[src/design/lpg_pkg.sv]
package lpg_pkg;

    // panel and field sizes
    localparam int PANEL_SIZE  = 64;
    localparam int COORD_W     = 6;
    localparam int POS_W       = 7;
    localparam int ERR_W       = 9;
    localparam int COLOR_W     = 32;
    localparam int DIM_W       = 7;
    localparam int CFG_IDX_W   = 1;
    localparam int CFG_DATA_W  = 7;

    // input transfer packing, lowest bit first
    localparam int S_X0_LSB    = 0;
    localparam int S_Y0_LSB    = S_X0_LSB + COORD_W;
    localparam int S_X1_LSB    = S_Y0_LSB + COORD_W;
    localparam int S_Y1_LSB    = S_X1_LSB + COORD_W;
    localparam int S_COLOR_LSB = S_Y1_LSB + COORD_W;
    localparam int S_FIELDS_W  = S_COLOR_LSB + COLOR_W;
    localparam int S_DATA_W    = ((S_FIELDS_W + 7) / 8) * 8;

    // output transfer packing, lowest bit first
    localparam int M_FIELDS_W  = 2 * COORD_W + COLOR_W;
    localparam int M_DATA_W    = ((M_FIELDS_W + 7) / 8) * 8;
    localparam int M_PAD_W     = M_DATA_W - M_FIELDS_W;

    localparam logic [DIM_W-1:0] PANEL_DIM = DIM_W'(PANEL_SIZE);

    // register indexes
    localparam logic [CFG_IDX_W-1:0] REG_SCREEN_WIDTH  = 1'd0;
    localparam logic [CFG_IDX_W-1:0] REG_SCREEN_HEIGHT = 1'd1;

    // controller to datapath
    typedef struct packed {
        logic load;
        logic setup;
        logic step;
        logic flush;
    } lpg_cmd_t;

    // datapath to controller
    typedef struct packed {
        logic walk_done;
        logic out_free;
        logic pend_valid;
    } lpg_stat_t;

endpackage

[src/design/lpg_ctrl.sv]
module lpg_ctrl
    import lpg_pkg::*;
(
    input  logic      aclk,
    input  logic      aresetn,
    input  logic      s_tvalid,
    output logic      s_tready,
    input  lpg_stat_t stat,
    output lpg_cmd_t  cmd
);

    localparam logic [1:0] ST_IDLE  = 2'd0;
    localparam logic [1:0] ST_SETUP = 2'd1;
    localparam logic [1:0] ST_WALK  = 2'd2;
    localparam logic [1:0] ST_FLUSH = 2'd3;

    logic [1:0] state_reg;
    logic [1:0] state_next;

    // next state and commands
    always_comb begin
        state_next = state_reg;
        cmd        = '0;
        unique case (state_reg)
            ST_IDLE: begin
                if (s_tvalid) begin
                    cmd.load   = 1'b1;
                    state_next = ST_SETUP;
                end
            end
            ST_SETUP: begin
                cmd.setup  = 1'b1;
                state_next = ST_WALK;
            end
            ST_WALK: begin
                if (stat.walk_done) begin
                    state_next = ST_FLUSH;
                end else if (stat.out_free) begin
                    cmd.step = 1'b1;
                end
            end
            ST_FLUSH: begin
                if (!stat.pend_valid) begin
                    state_next = ST_IDLE;
                end else if (stat.out_free) begin
                    cmd.flush  = 1'b1;
                    state_next = ST_IDLE;
                end
            end
            default: state_next = ST_IDLE;
        endcase
    end

    always_ff @(posedge aclk) begin
        if (!aresetn) begin
            state_reg <= ST_IDLE;
        end else begin
            state_reg <= state_next;
        end
    end

    assign s_tready = (state_reg == ST_IDLE);

endmodule

[src/design/lpg_datapath.sv]
module lpg_datapath
    import lpg_pkg::*;
(
    input  logic                aclk,
    input  logic                aresetn,
    input  lpg_cmd_t            cmd,
    output lpg_stat_t           stat,
    input  logic [S_DATA_W-1:0] s_tdata,
    input  logic [DIM_W-1:0]    width_lim,
    input  logic [DIM_W-1:0]    height_lim,
    input  logic                m_tready,
    output logic                m_tvalid,
    output logic [M_DATA_W-1:0] m_tdata,
    output logic                m_tlast
);

    // captured line
    logic [COORD_W-1:0] x0_reg, y0_reg, x1_reg, y1_reg;
    logic [COLOR_W-1:0] held_color_reg;

    // walk state
    logic [POS_W-1:0]        major_pos_reg, minor_pos_reg, major_end_reg;
    logic signed [ERR_W-1:0] error_term_reg;
    logic [COORD_W:0]        two_span_reg, two_mspan_reg;
    logic                    steep_flag_reg, minor_down_reg;

    // one-deep hold so the final pixel can be flagged
    logic               pend_valid_reg;
    logic [COORD_W-1:0] pend_x_reg, pend_y_reg;

    // output register
    logic               out_valid_reg;
    logic [COORD_W-1:0] out_x_reg, out_y_reg;
    logic [COLOR_W-1:0] out_color_reg;
    logic               out_last_reg;

    // setup arithmetic
    logic [COORD_W-1:0] adx, ady, a0, b0, a1, b1, sa0, sb0, sa1, sb1, span, mspan;
    logic               steep, swap;

    always_comb begin
        adx   = (x1_reg > x0_reg) ? (x1_reg - x0_reg) : (x0_reg - x1_reg);
        ady   = (y1_reg > y0_reg) ? (y1_reg - y0_reg) : (y0_reg - y1_reg);
        steep = (ady > adx);
        a0    = steep ? y0_reg : x0_reg;
        b0    = steep ? x0_reg : y0_reg;
        a1    = steep ? y1_reg : x1_reg;
        b1    = steep ? x1_reg : y1_reg;
        swap  = (a0 > a1);
        sa0   = swap ? a1 : a0;
        sb0   = swap ? b1 : b0;
        sa1   = swap ? a0 : a1;
        sb1   = swap ? b0 : b1;
        span  = sa1 - sa0;
        mspan = (sb1 > sb0) ? (sb1 - sb0) : (sb0 - sb1);
    end

    // step arithmetic
    logic [POS_W-1:0]        px, py;
    logic                    visible;
    logic signed [ERR_W-1:0] err_sub, err_add;

    always_comb begin
        px      = steep_flag_reg ? minor_pos_reg : major_pos_reg;
        py      = steep_flag_reg ? major_pos_reg : minor_pos_reg;
        visible = (px < width_lim) && (py < height_lim);
        err_sub = error_term_reg - $signed({2'b00, two_mspan_reg});
        err_add = err_sub + $signed({2'b00, two_span_reg});
    end

    logic out_free, out_load;
    assign out_free = !out_valid_reg || m_tready;
    assign out_load = pend_valid_reg && ((cmd.step && visible) || cmd.flush);

    // line capture and walk registers
    always_ff @(posedge aclk) begin
        if (cmd.load) begin
            x0_reg         <= s_tdata[S_X0_LSB +: COORD_W];
            y0_reg         <= s_tdata[S_Y0_LSB +: COORD_W];
            x1_reg         <= s_tdata[S_X1_LSB +: COORD_W];
            y1_reg         <= s_tdata[S_Y1_LSB +: COORD_W];
            held_color_reg <= s_tdata[S_COLOR_LSB +: COLOR_W];
        end
        if (cmd.setup) begin
            steep_flag_reg <= steep;
            minor_down_reg <= !(sb0 < sb1);
            major_pos_reg  <= {1'b0, sa0};
            minor_pos_reg  <= {1'b0, sb0};
            major_end_reg  <= {1'b0, sa1};
            error_term_reg <= $signed({3'b000, span});
            two_span_reg   <= {span, 1'b0};
            two_mspan_reg  <= {mspan, 1'b0};
        end else if (cmd.step) begin
            major_pos_reg <= major_pos_reg + POS_W'(1);
            if (err_sub[ERR_W-1]) begin
                minor_pos_reg  <= minor_down_reg ? (minor_pos_reg - POS_W'(1))
                                                 : (minor_pos_reg + POS_W'(1));
                error_term_reg <= err_add;
            end else begin
                error_term_reg <= err_sub;
            end
        end
    end

    // pending pixel
    always_ff @(posedge aclk) begin
        if (!aresetn) begin
            pend_valid_reg <= 1'b0;
        end else if (cmd.step && visible) begin
            pend_valid_reg <= 1'b1;
        end else if (cmd.flush) begin
            pend_valid_reg <= 1'b0;
        end
    end

    always_ff @(posedge aclk) begin
        if (cmd.step && visible) begin
            pend_x_reg <= px[COORD_W-1:0];
            pend_y_reg <= py[COORD_W-1:0];
        end
    end

    // output register
    always_ff @(posedge aclk) begin
        if (!aresetn) begin
            out_valid_reg <= 1'b0;
        end else if (out_load) begin
            out_valid_reg <= 1'b1;
        end else if (m_tready) begin
            out_valid_reg <= 1'b0;
        end
    end

    always_ff @(posedge aclk) begin
        if (out_load) begin
            out_x_reg     <= pend_x_reg;
            out_y_reg     <= pend_y_reg;
            out_color_reg <= held_color_reg;
            out_last_reg  <= cmd.flush;
        end
    end

    assign m_tvalid = out_valid_reg;
    assign m_tdata  = {{M_PAD_W{1'b0}}, out_color_reg, out_y_reg, out_x_reg};
    assign m_tlast  = out_last_reg;

    assign stat.walk_done  = !(major_pos_reg < major_end_reg);
    assign stat.out_free   = out_free;
    assign stat.pend_valid = pend_valid_reg;

endmodule

[src/design/line_pixel_generator.sv]
// flow: a line transfer is captured, set up, then walked; each pixel is held in the pending
//   register until the next visible point is stepped, or flushed out as the last one
// throughput: the stepping loop walks one point per cycle while the output register is free;
//   a new line is accepted only in idle, after the previous line is walked and flushed
// reset: synchronous active-low aresetn clears the controller, the held pixel and the
//   output register; screen width and height return to 64
module line_pixel_generator
    import lpg_pkg::*;
(
    input  logic                  aclk,
    input  logic                  aresetn,
    input  logic                  cfg_wr_en,
    input  logic [CFG_IDX_W-1:0]  cfg_index,
    input  logic [CFG_DATA_W-1:0] cfg_wr_data,
    input  logic                  s_tvalid,
    output logic                  s_tready,
    // start_x, start_y, end_x, end_y, line_color
    input  logic [S_DATA_W-1:0]   s_tdata,
    output logic                  m_tvalid,
    input  logic                  m_tready,
    // pixel_x, pixel_y, pixel_color, zero pad
    output logic [M_DATA_W-1:0]   m_tdata,
    output logic                  m_tlast
);

    logic [DIM_W-1:0] screen_width_reg, screen_height_reg;
    logic [DIM_W-1:0] width_lim, height_lim;
    lpg_cmd_t         cmd;
    lpg_stat_t        stat;

    // configuration registers
    always_ff @(posedge aclk) begin
        if (!aresetn) begin
            screen_width_reg  <= PANEL_DIM;
            screen_height_reg <= PANEL_DIM;
        end else if (cfg_wr_en) begin
            unique case (cfg_index)
                REG_SCREEN_WIDTH:  screen_width_reg  <= cfg_wr_data;
                REG_SCREEN_HEIGHT: screen_height_reg <= cfg_wr_data;
                default: ;
            endcase
        end
    end

    // limit visible area to the panel
    assign width_lim  = (screen_width_reg > PANEL_DIM) ? PANEL_DIM : screen_width_reg;
    assign height_lim = (screen_height_reg > PANEL_DIM) ? PANEL_DIM : screen_height_reg;

    lpg_ctrl u_ctrl (
        .aclk     (aclk),
        .aresetn  (aresetn),
        .s_tvalid (s_tvalid),
        .s_tready (s_tready),
        .stat     (stat),
        .cmd      (cmd)
    );

    lpg_datapath u_datapath (
        .aclk       (aclk),
        .aresetn    (aresetn),
        .cmd        (cmd),
        .stat       (stat),
        .s_tdata    (s_tdata),
        .width_lim  (width_lim),
        .height_lim (height_lim),
        .m_tready   (m_tready),
        .m_tvalid   (m_tvalid),
        .m_tdata    (m_tdata),
        .m_tlast    (m_tlast)
    );

    // no held pixel survives into idle
    assert property (@(posedge aclk) disable iff (!aresetn) s_tready |-> !stat.pend_valid)
        else $error("held pixel left over while idle");

    // after a line transfer is accepted, the input is not ready in the next cycle
    assert property (@(posedge aclk) disable iff (!aresetn)
        (s_tvalid && s_tready) |=> !s_tready)
        else $error("input accepted again during setup");

    // the datapath only moves a pixel out when the output register is free
    assert property (@(posedge aclk) disable iff (!aresetn)
        (cmd.step || cmd.flush) |-> stat.out_free)
        else $error("pixel issued into a busy output register");

endmodule
[config.mk]
export PLATFORM = sky130hd
export DESIGN_NAME = line_pixel_generator
export DESIGN_NICKNAME = d
export VERILOG_FILES = /design/src/design/lpg_pkg.sv /design/src/design/lpg_ctrl.sv /design/src/design/lpg_datapath.sv /design/src/design/line_pixel_generator.sv
export SDC_FILE = /design/constraint.sdc
export NUM_CORES = 1
export LEC_CHECK = 0
export BUFFER_PORTS_ARGS = -buffer_cell sky130_fd_sc_hd__buf_2
export CORE_MARGIN = 2
export CORE_UTILIZATION = 50
export CTS_CLUSTER_SIZE = 30
export DETAILED_ROUTE_END_ITERATION = 16
export GPL_TIMING_DRIVEN = 0
export PLACE_DENSITY_LB_ADDON = 0.12
export SYNTH_ARGS = -nofsm -noshare
export SYNTH_HDL_FRONTEND = slang
export SYNTH_SLANG_ARGS = --single-unit
[constraint.sdc]
create_clock -name aclk -period 9.9 [get_ports aclk]
set_clock_uncertainty 0.05 [all_clocks]
set_input_delay 0.495 -clock aclk [delete_from_list [all_inputs] [get_ports aclk]]
set_output_delay 0.495 -clock aclk [all_outputs]
set_load 0.02 [all_outputs]
==> parameters.txt, run 1 <==
Parameter                              Value

Run status
  Outcome    finished, final reports clean

Detailed routing
  Iteration count of the initial detailed-routing pass    5
  Post-Route WL    20.9 mm
  Average routed wire per standard cell    16.3 um
  Detail Route Antenna Nets    0
  Post-detailed-route via-to-cell ratio    5.32
  Total DRC errors in the routed layout    0
  First DRT Iteration DRCs    396
  Total via count after detailed routing    6820

Place
  Half-perimeter wire length of the detailed placement result    16.0 mm
  Routability Congestion    0.928
  Port-buffer cells    113
  Instance count after placement with tap cells included    1247

Global routing
  Maximum number of pins on one net before global-route repair    42
  Number of antenna violations at the first check in global routing    0
  Remaining Overflow, GRT    0
  Global-route wire length before repair    33.4 mm
  Via count of the first global-routing pass    6543
  Global router's overall resource usage    0.209

Logic synthesis
  Xor/xnor cell area share of the yosys netlist    0.0285
  Avg Cell Area, Syn    11.4 um^2
  Dominant combinational cell family by area after synthesis    compound AO/OA/AOI/OAI gates
  Count of flip-flops with a built-in enable after synthesis    150
  Register area share after synthesis    0.506
  Yosys warning total    0
  Simple-gate area share of the yosys netlist    0.0868
  Mapped Area    9820 um^2
  Synthesized instance count    864
  Proportion of synthesized flip-flops having asynchronous set or reset    0
  Leading register cell type out of synthesis    sky130_fd_sc_hd__edfxtp_1
  Arithmetic-cell share of the synthesized area counting full adders, half adders and majority gates    0.126
  Flip-flop and latch count after synthesis    173
  Count of distinct cell types in the synthesized netlist    65
  Multiplexer area fraction after synthesis    0.0756
  Compound-Gate Fraction of Synth Area    0.129

Worst setup path
  Element type at the critical path end    flip-flop
  Number of cells on the worst reg-to-reg path    44
  Worst-path cell with the longest stage delay    sky130_fd_sc_hd__edfxtp_1
  Critical path required time    10.02 ns
  Arr. time, crit path    9.34 ns
  Stage delay of the slowest cell on the critical path    0.49 ns
  Most repeated library cell on the critical path    sky130_fd_sc_hd__a21oi_1
  Reg2Reg Setup Slack    0.68 ns
  FF-to-FF End    u_datapath.two_mspan_reg[6]
  Startpoint of the worst register-to-register path    u_datapath.x1_reg[0]
  Largest fanout on the critical path    10
  Worst Setup Path Type    reg2reg
  Critical Path Start Type    flip-flop

Floorplan
  Die width    144 um
  Placement row count    51
  Overall die area    20800 um^2
  Chip height    144 um
  Total core area    19400 um^2
  I/O pin total    120
  Starting density of the core    0.506

Min path
  Critical hold path startpoint    s_tdata[18]
  Cell depth of the worst hold path    1
  Worst Hold End    u_datapath.y1_reg[0]
  Class of the tightest hold or removal check    in2reg

Final layout
  Count of fill cells added during filler insertion    1699
  Fraction of layout instances using a drive strength above 1    0.202
  # diodes    0
  Most frequent standard cell in the layout excluding fill and tap cells    sky130_fd_sc_hd__edfxtp_1
  Final standard cell count with taps included and fillers excluded    1283
  Growth of design area from synthesis to finish    16.6%
  Net count reported at finish    1167
  Most frequent cells in the layout    150 x sky130_fd_sc_hd__edfxtp_1, 117 x sky130_fd_sc_hd__buf_2, 85 x sky130_fd_sc_hd__inv_1, 84 x sky130_fd_sc_hd__ha_1, 69 x sky130_fd_sc_hd__nand2_1

Clocking
  H-tree depth    4
  Post-CTS clock slew at the launch and capture registers of the worst setup and hold paths    0.08 ns
  Clock insertion delay at the later pin of the skew report    0.44 ns
  TritonCTS Buffers    17
  Clock tree from TritonCTS    built
  # clock sinks    173
  Deepest clock path buffer count    2
  Cell at the root of the clock tree    sky130_fd_sc_hd__clkbuf_16

Timing
  Max-slew violation count    0
  Peak clock frequency supported by timing    108 MHz
  Rel. slew slack    0.323
  Final number of hold-violating endpoints    0
  Final Cycle Share    0.931
  Setup repair after global routing missed its margin    no
  Count of endpoints failing setup in the final report    0
  Period minus WS final    9.22 ns
  Actual slew at the worst max-slew pin    1.02 ns

Job
  Number of violations of the max-capacitance limit    0
==> cells by family after synthesis <==
| logic type | count (synthesis) |
|---|---|
| other | 1 |
| xor gates and xnor gates | 32 |
| muxes | 71 |
| DFF | 173 |
| AOI/OAI and AO/OA | 193 |
| adders and majority gates | 94 |
| and+or+nand+nor | 185 |
| buffers and inverters | 115 |
==> Yosys cell counts (all sizes together) (2+ instances only) <==
master  count  area (um^2)
edfxtp    150         4500
inv        85          319
ha         84         1050
nand2      69          259
a21oi      64          320
mux2i      49          490
nor2       48          180
o21ai      35          175
a21o       23          173
dfxtp      23          460
mux2       22          251
xnor2      21          184
nand3      19         95.1
clkbuf     16         61.3
buf        13         81.3
nor2b      11         68.8
xor2       11         96.3
a211oi     10         75.1
a21boi     10         75.1
o21a       10         75.1
fa          9          180
nand2b      8         50.1
o21bai      8         71.3
a31oi       7         58.8
or2         5         31.3
nor3        4         20.0
nor4        4         25.0
a311oi      3         43.8
and3        3         18.8
nand3b      3         22.5
o211ai      3         22.5
o31a        3         26.3
and2        2         12.5
and4        2         17.5
nand4       2         12.5
o211a       2         20.0
o22ai       2         12.5
o31ai       2         15.0
o32ai       2         25.0
==> metal layers <==
layer | share of wire | global-route usage | wire [um]
met1 | 0.48 | 0.298 | 9980
met4 | 0.015 | 0.0531 | 308
met5 | 0 | 0 | 0
met3 | 0.067 | 0.0470 | 1410
met2 | 0.44 | 0.325 | 9220
==> what timing repair did <==
action                                  in CTS  in global routing
pin swaps                                    1                  2
setup buffers                                1                  5
hold buffers                                 0                  0
gates resized for setup                      2                 10
endpoints found under the setup margin       3                  4
==> metrics by stage <==
stage | setup slack [ns] | setup TNS, ns | cell area, um^2 | hold WS, ns | utilization
floorplan | 1.25 | 0 | 9830 | 0.350 | -
global placement | -0.253 | -0.360 | 10700 | 0.351 | 0.553
detailed placement | -0.276 | -0.442 | 10800 | 0.355 | 0.555
CTS | 0.207 | 0 | 11400 | 0.165 | 0.587
global route | 0.0100 | 0 | 11500 | 0.169 | 0.590
finish | 0.678 | 0 | 11500 | 0.178 | 0.590
==> how the worst max path moves through the flow <==
stage / start / slack, ns / cells after the start / to
2_1_floorplan: u_datapath.y1_reg[0] / 1.25 / 45 / u_datapath.two_mspan_reg[6]
3_3_place_gp: u_datapath.x1_reg[0] / -0.25 / 42 / u_datapath.two_mspan_reg[6]
3_5_place_dp: u_datapath.x1_reg[0] / -0.28 / 42 / u_datapath.two_mspan_reg[6]
4_1_cts: u_datapath.x1_reg[0] / 0.21 / 45 / u_datapath.two_mspan_reg[6]
5_1_grt: u_datapath.y1_reg[0] / 0.01 / 44 / u_datapath.two_mspan_reg[6]
6_report: u_datapath.x1_reg[0] / 0.68 / 44 / u_datapath.two_mspan_reg[6]
==> layout make-up <==
cell class	count	area (um^2)	area share
Multi-Input combinational cell	579	4420	0.386
Tap cell	265	332	0.0290
Inverter	86	323	0.0282
Clock inverter	15	189	0.0165
Sequential cell	173	4960	0.434
Clock buffer	17	425	0.0371
Timing Repair Buffer	121	651	0.0568
Buffer	27	150	0.0131
==> worst max-delay path: cells and delay by family, from the launching register on <==
kind / cells / cell delay, ns
AO/OA/AOI/OAI: 20 / 3.67
buffers and inverters: 12 / 1.97
adder cells (fa/ha/maj): 6 / 1.70
multiplexers: 2 / 0.52
flip-flops: 1 / 0.49
XOR/XNOR: 2 / 0.31
AND/OR/NAND/NOR: 2 / 0.23
Power of run 1 is left out: the tool's default activity adds up to more than one toggle a clock period on the data nets, which glitch-free logic cannot reach.
==> run 2: changes to the inputs <==
- CORE_MARGIN: 2 -> unset
==> parameters.txt, run 2 (synthesized netlist as in run 1, its figures left out) <==
Parameter                              Value

Worst setup path
  Stage delay of the slowest cell on the critical path    0.46 ns (-0.03 ns)
  Worst-path cell with the longest stage delay    sky130_fd_sc_hd__edfxtp_1
  Startpoint of the worst register-to-register path    u_datapath.y1_reg[0]
  Critical Path Start Type    flip-flop
  Critical path required time    10.02 ns (about the same)
  Largest fanout on the critical path    10 (unchanged)
  Arr. time, crit path    9.42 ns (+0.08 ns)
  Element type at the critical path end    flip-flop
  Reg2Reg Setup Slack    0.60 ns (-0.08 ns)
  Most repeated library cell on the critical path    sky130_fd_sc_hd__a21oi_1
  Worst Setup Path Type    reg2reg
  Critical path origin    u_datapath.y1_reg[0]

Final layout
  Most frequent standard cell in the layout excluding fill and tap cells    sky130_fd_sc_hd__edfxtp_1
  Net count reported at finish    1169 (+0.17%)
  Footprint of the flip-flops and latches    4960 um^2 (unchanged)
  Fraction of layout instances using a drive strength above 1    0.203 (+0.000584)
  Multi-input gate area    4420 um^2 (about the same)
  Count of fill cells added during filler insertion    1645 (-3.2%)
  # diodes    0 (unchanged)
  Growth of design area from synthesis to finish    16.9%
  Most frequent cells in the layout    150 x sky130_fd_sc_hd__edfxtp_1, 119 x sky130_fd_sc_hd__buf_2, 85 x sky130_fd_sc_hd__inv_1, 84 x sky130_fd_sc_hd__ha_1, 69 x sky130_fd_sc_hd__nand2_1

Detailed routing
  Post-Route WL    20.5 mm (-2.1%)
  Total DRC errors in the routed layout    0 (unchanged)
  Total via count after detailed routing    6754 (-0.97%)
  Average routed wire per standard cell    16.0 um (-1.9%)
  Iteration count of the initial detailed-routing pass    5 (unchanged)
  Detail Route Antenna Nets    0 (unchanged)
  Post-detailed-route via-to-cell ratio    5.28 (-0.74%)
  First DRT Iteration DRCs    396 (unchanged)

Floorplan
  Overall die area    20200 um^2 (-2.8%)
  Total core area    19000 um^2 (-2.3%)
  Die width    142 um (-1.4%)
  I/O pin total    120 (unchanged)
  Starting density of the core    0.518 (+0.0118)
  Placement row count    50 (-2.0%)
  Chip height    142 um (-1.4%)

Place
  Post-Place Setup Slack    -0.117 ns (+0.159 ns)
  Routability Congestion    0.900 (-3.0%)
  Port-buffer cells    113 (unchanged)
  Half-perimeter wire length of the detailed placement result    15.8 mm (-1.2%)

Timing
  Rel. slew slack    0.341 (+0.0182)
  Peak clock frequency supported by timing    107 MHz (-0.88%)
  Final Cycle Share    0.940 (+0.00825)
  Max-slew violation count    0 (unchanged)
  Final number of hold-violating endpoints    0 (unchanged)
  Actual slew at the worst max-slew pin    0.988 ns (-0.0273 ns)
  Final critical-path setup slack    0.597 ns (-0.0817 ns)
  Period minus WS final    9.30 ns (+0.0817 ns)
  Hold WS    0.178 ns (+0.000229 ns)
  Count of endpoints failing setup in the final report    0 (unchanged)

Clocking
  Clock tree from TritonCTS    built
  Cell at the root of the clock tree    sky130_fd_sc_hd__clkbuf_16
  TritonCTS Buffers    17 (unchanged)
  Deepest clock path buffer count    2 (unchanged)
  # clock sinks    173 (unchanged)
  Hold buffer count at CTS    0 (unchanged)
  Post-CTS clock slew at the launch and capture registers of the worst setup and hold paths    0.08 ns (about the same)
  H-tree depth    4 (unchanged)
  Clock insertion delay at the later pin of the skew report    0.44 ns (about the same)

Global routing
  Remaining Overflow, GRT    0 (unchanged)
  Maximum number of pins on one net before global-route repair    45 (+7.1%)
  Met1 demand-to-capacity share in global routing    0.305 (+0.00678)
  Global router's overall resource usage    0.214 (+0.00551)
  Number of antenna violations at the first check in global routing    0 (unchanged)
  Met3 Usage GRT    0.0326 (-0.0144)
  Layer with the highest usage    met2
  Global-route wire length before repair    32.9 mm (-1.2%)
  Via count of the first global-routing pass    6380 (-2.5%)
  Met2 routing resource usage after global routing    0.341 (+0.0155)

Run status
  Outcome    finished, final reports clean

Job
  Number of violations of the max-capacitance limit    0 (unchanged)

Min path
  Class of the tightest hold or removal check    in2reg
  Critical hold path startpoint    s_tdata[2]
## run 2: path summary, 6_finish.rpt
| path | end | cells past startpoint |
|---|---|---|
| max reg2reg | u_datapath.two_mspan_reg[6] | 43 |
| max | u_datapath.two_mspan_reg[6] | 43 |
| min | u_datapath.x0_reg[2] | 1 |
| min reg2reg | u_datapath.out_x_reg[3] | 0 |
## run 2: routing by layer
layer	up-vias	share of wire
met5	-	0
met4	0	0.012
met3	17	0.051
met2	172	0.45
met1	3171	0.49
li1	3394	-
## run 2: what timing repair did
action	in CTS	in global routing
pin swaps	1	2
endpoints found under the setup margin	2	5
setup buffers	0	7
gates resized for setup	1	10
hold endpoints to repair	0	0
## run 2: area by class of cell
class                      count  share of cell area
sequential                   173               0.433
multi-input combinational    579               0.385
timing repair buffer         122              0.0573
clock buffer                  17              0.0371
tap                          260              0.0283
inverter                      86              0.0281
clock inverter                15              0.0184
buffer                        28              0.0130
## run 2: per-stage QoR
step                      setup TNS [ns]  instances  utilization  instance area, um^2
final                                  0       1280        0.605                11500
after global routing            -0.00857       1280        0.605                11500
after CTS                              0       1274        0.602                11400
after detailed placement          -0.117       1242        0.568                10800
after global placement            -0.166       1240        0.566                10700
after floorplan                        0        867            -                 9830
## run 2: worst max-delay path, delay by kind of cell (launching register included)
kind                     cells  cell delay, ns
AO/OA/AOI/OAI               20            3.72
XOR/XNOR                     2            0.33
adder cells (fa/ha/maj)      5            1.49
buffers and inverters       11            2.10
flip-flops                   1            0.46
multiplexers                 2            0.63
AND/OR/NAND/NOR              3            0.28
Power of run 2 is left out for the same reason.
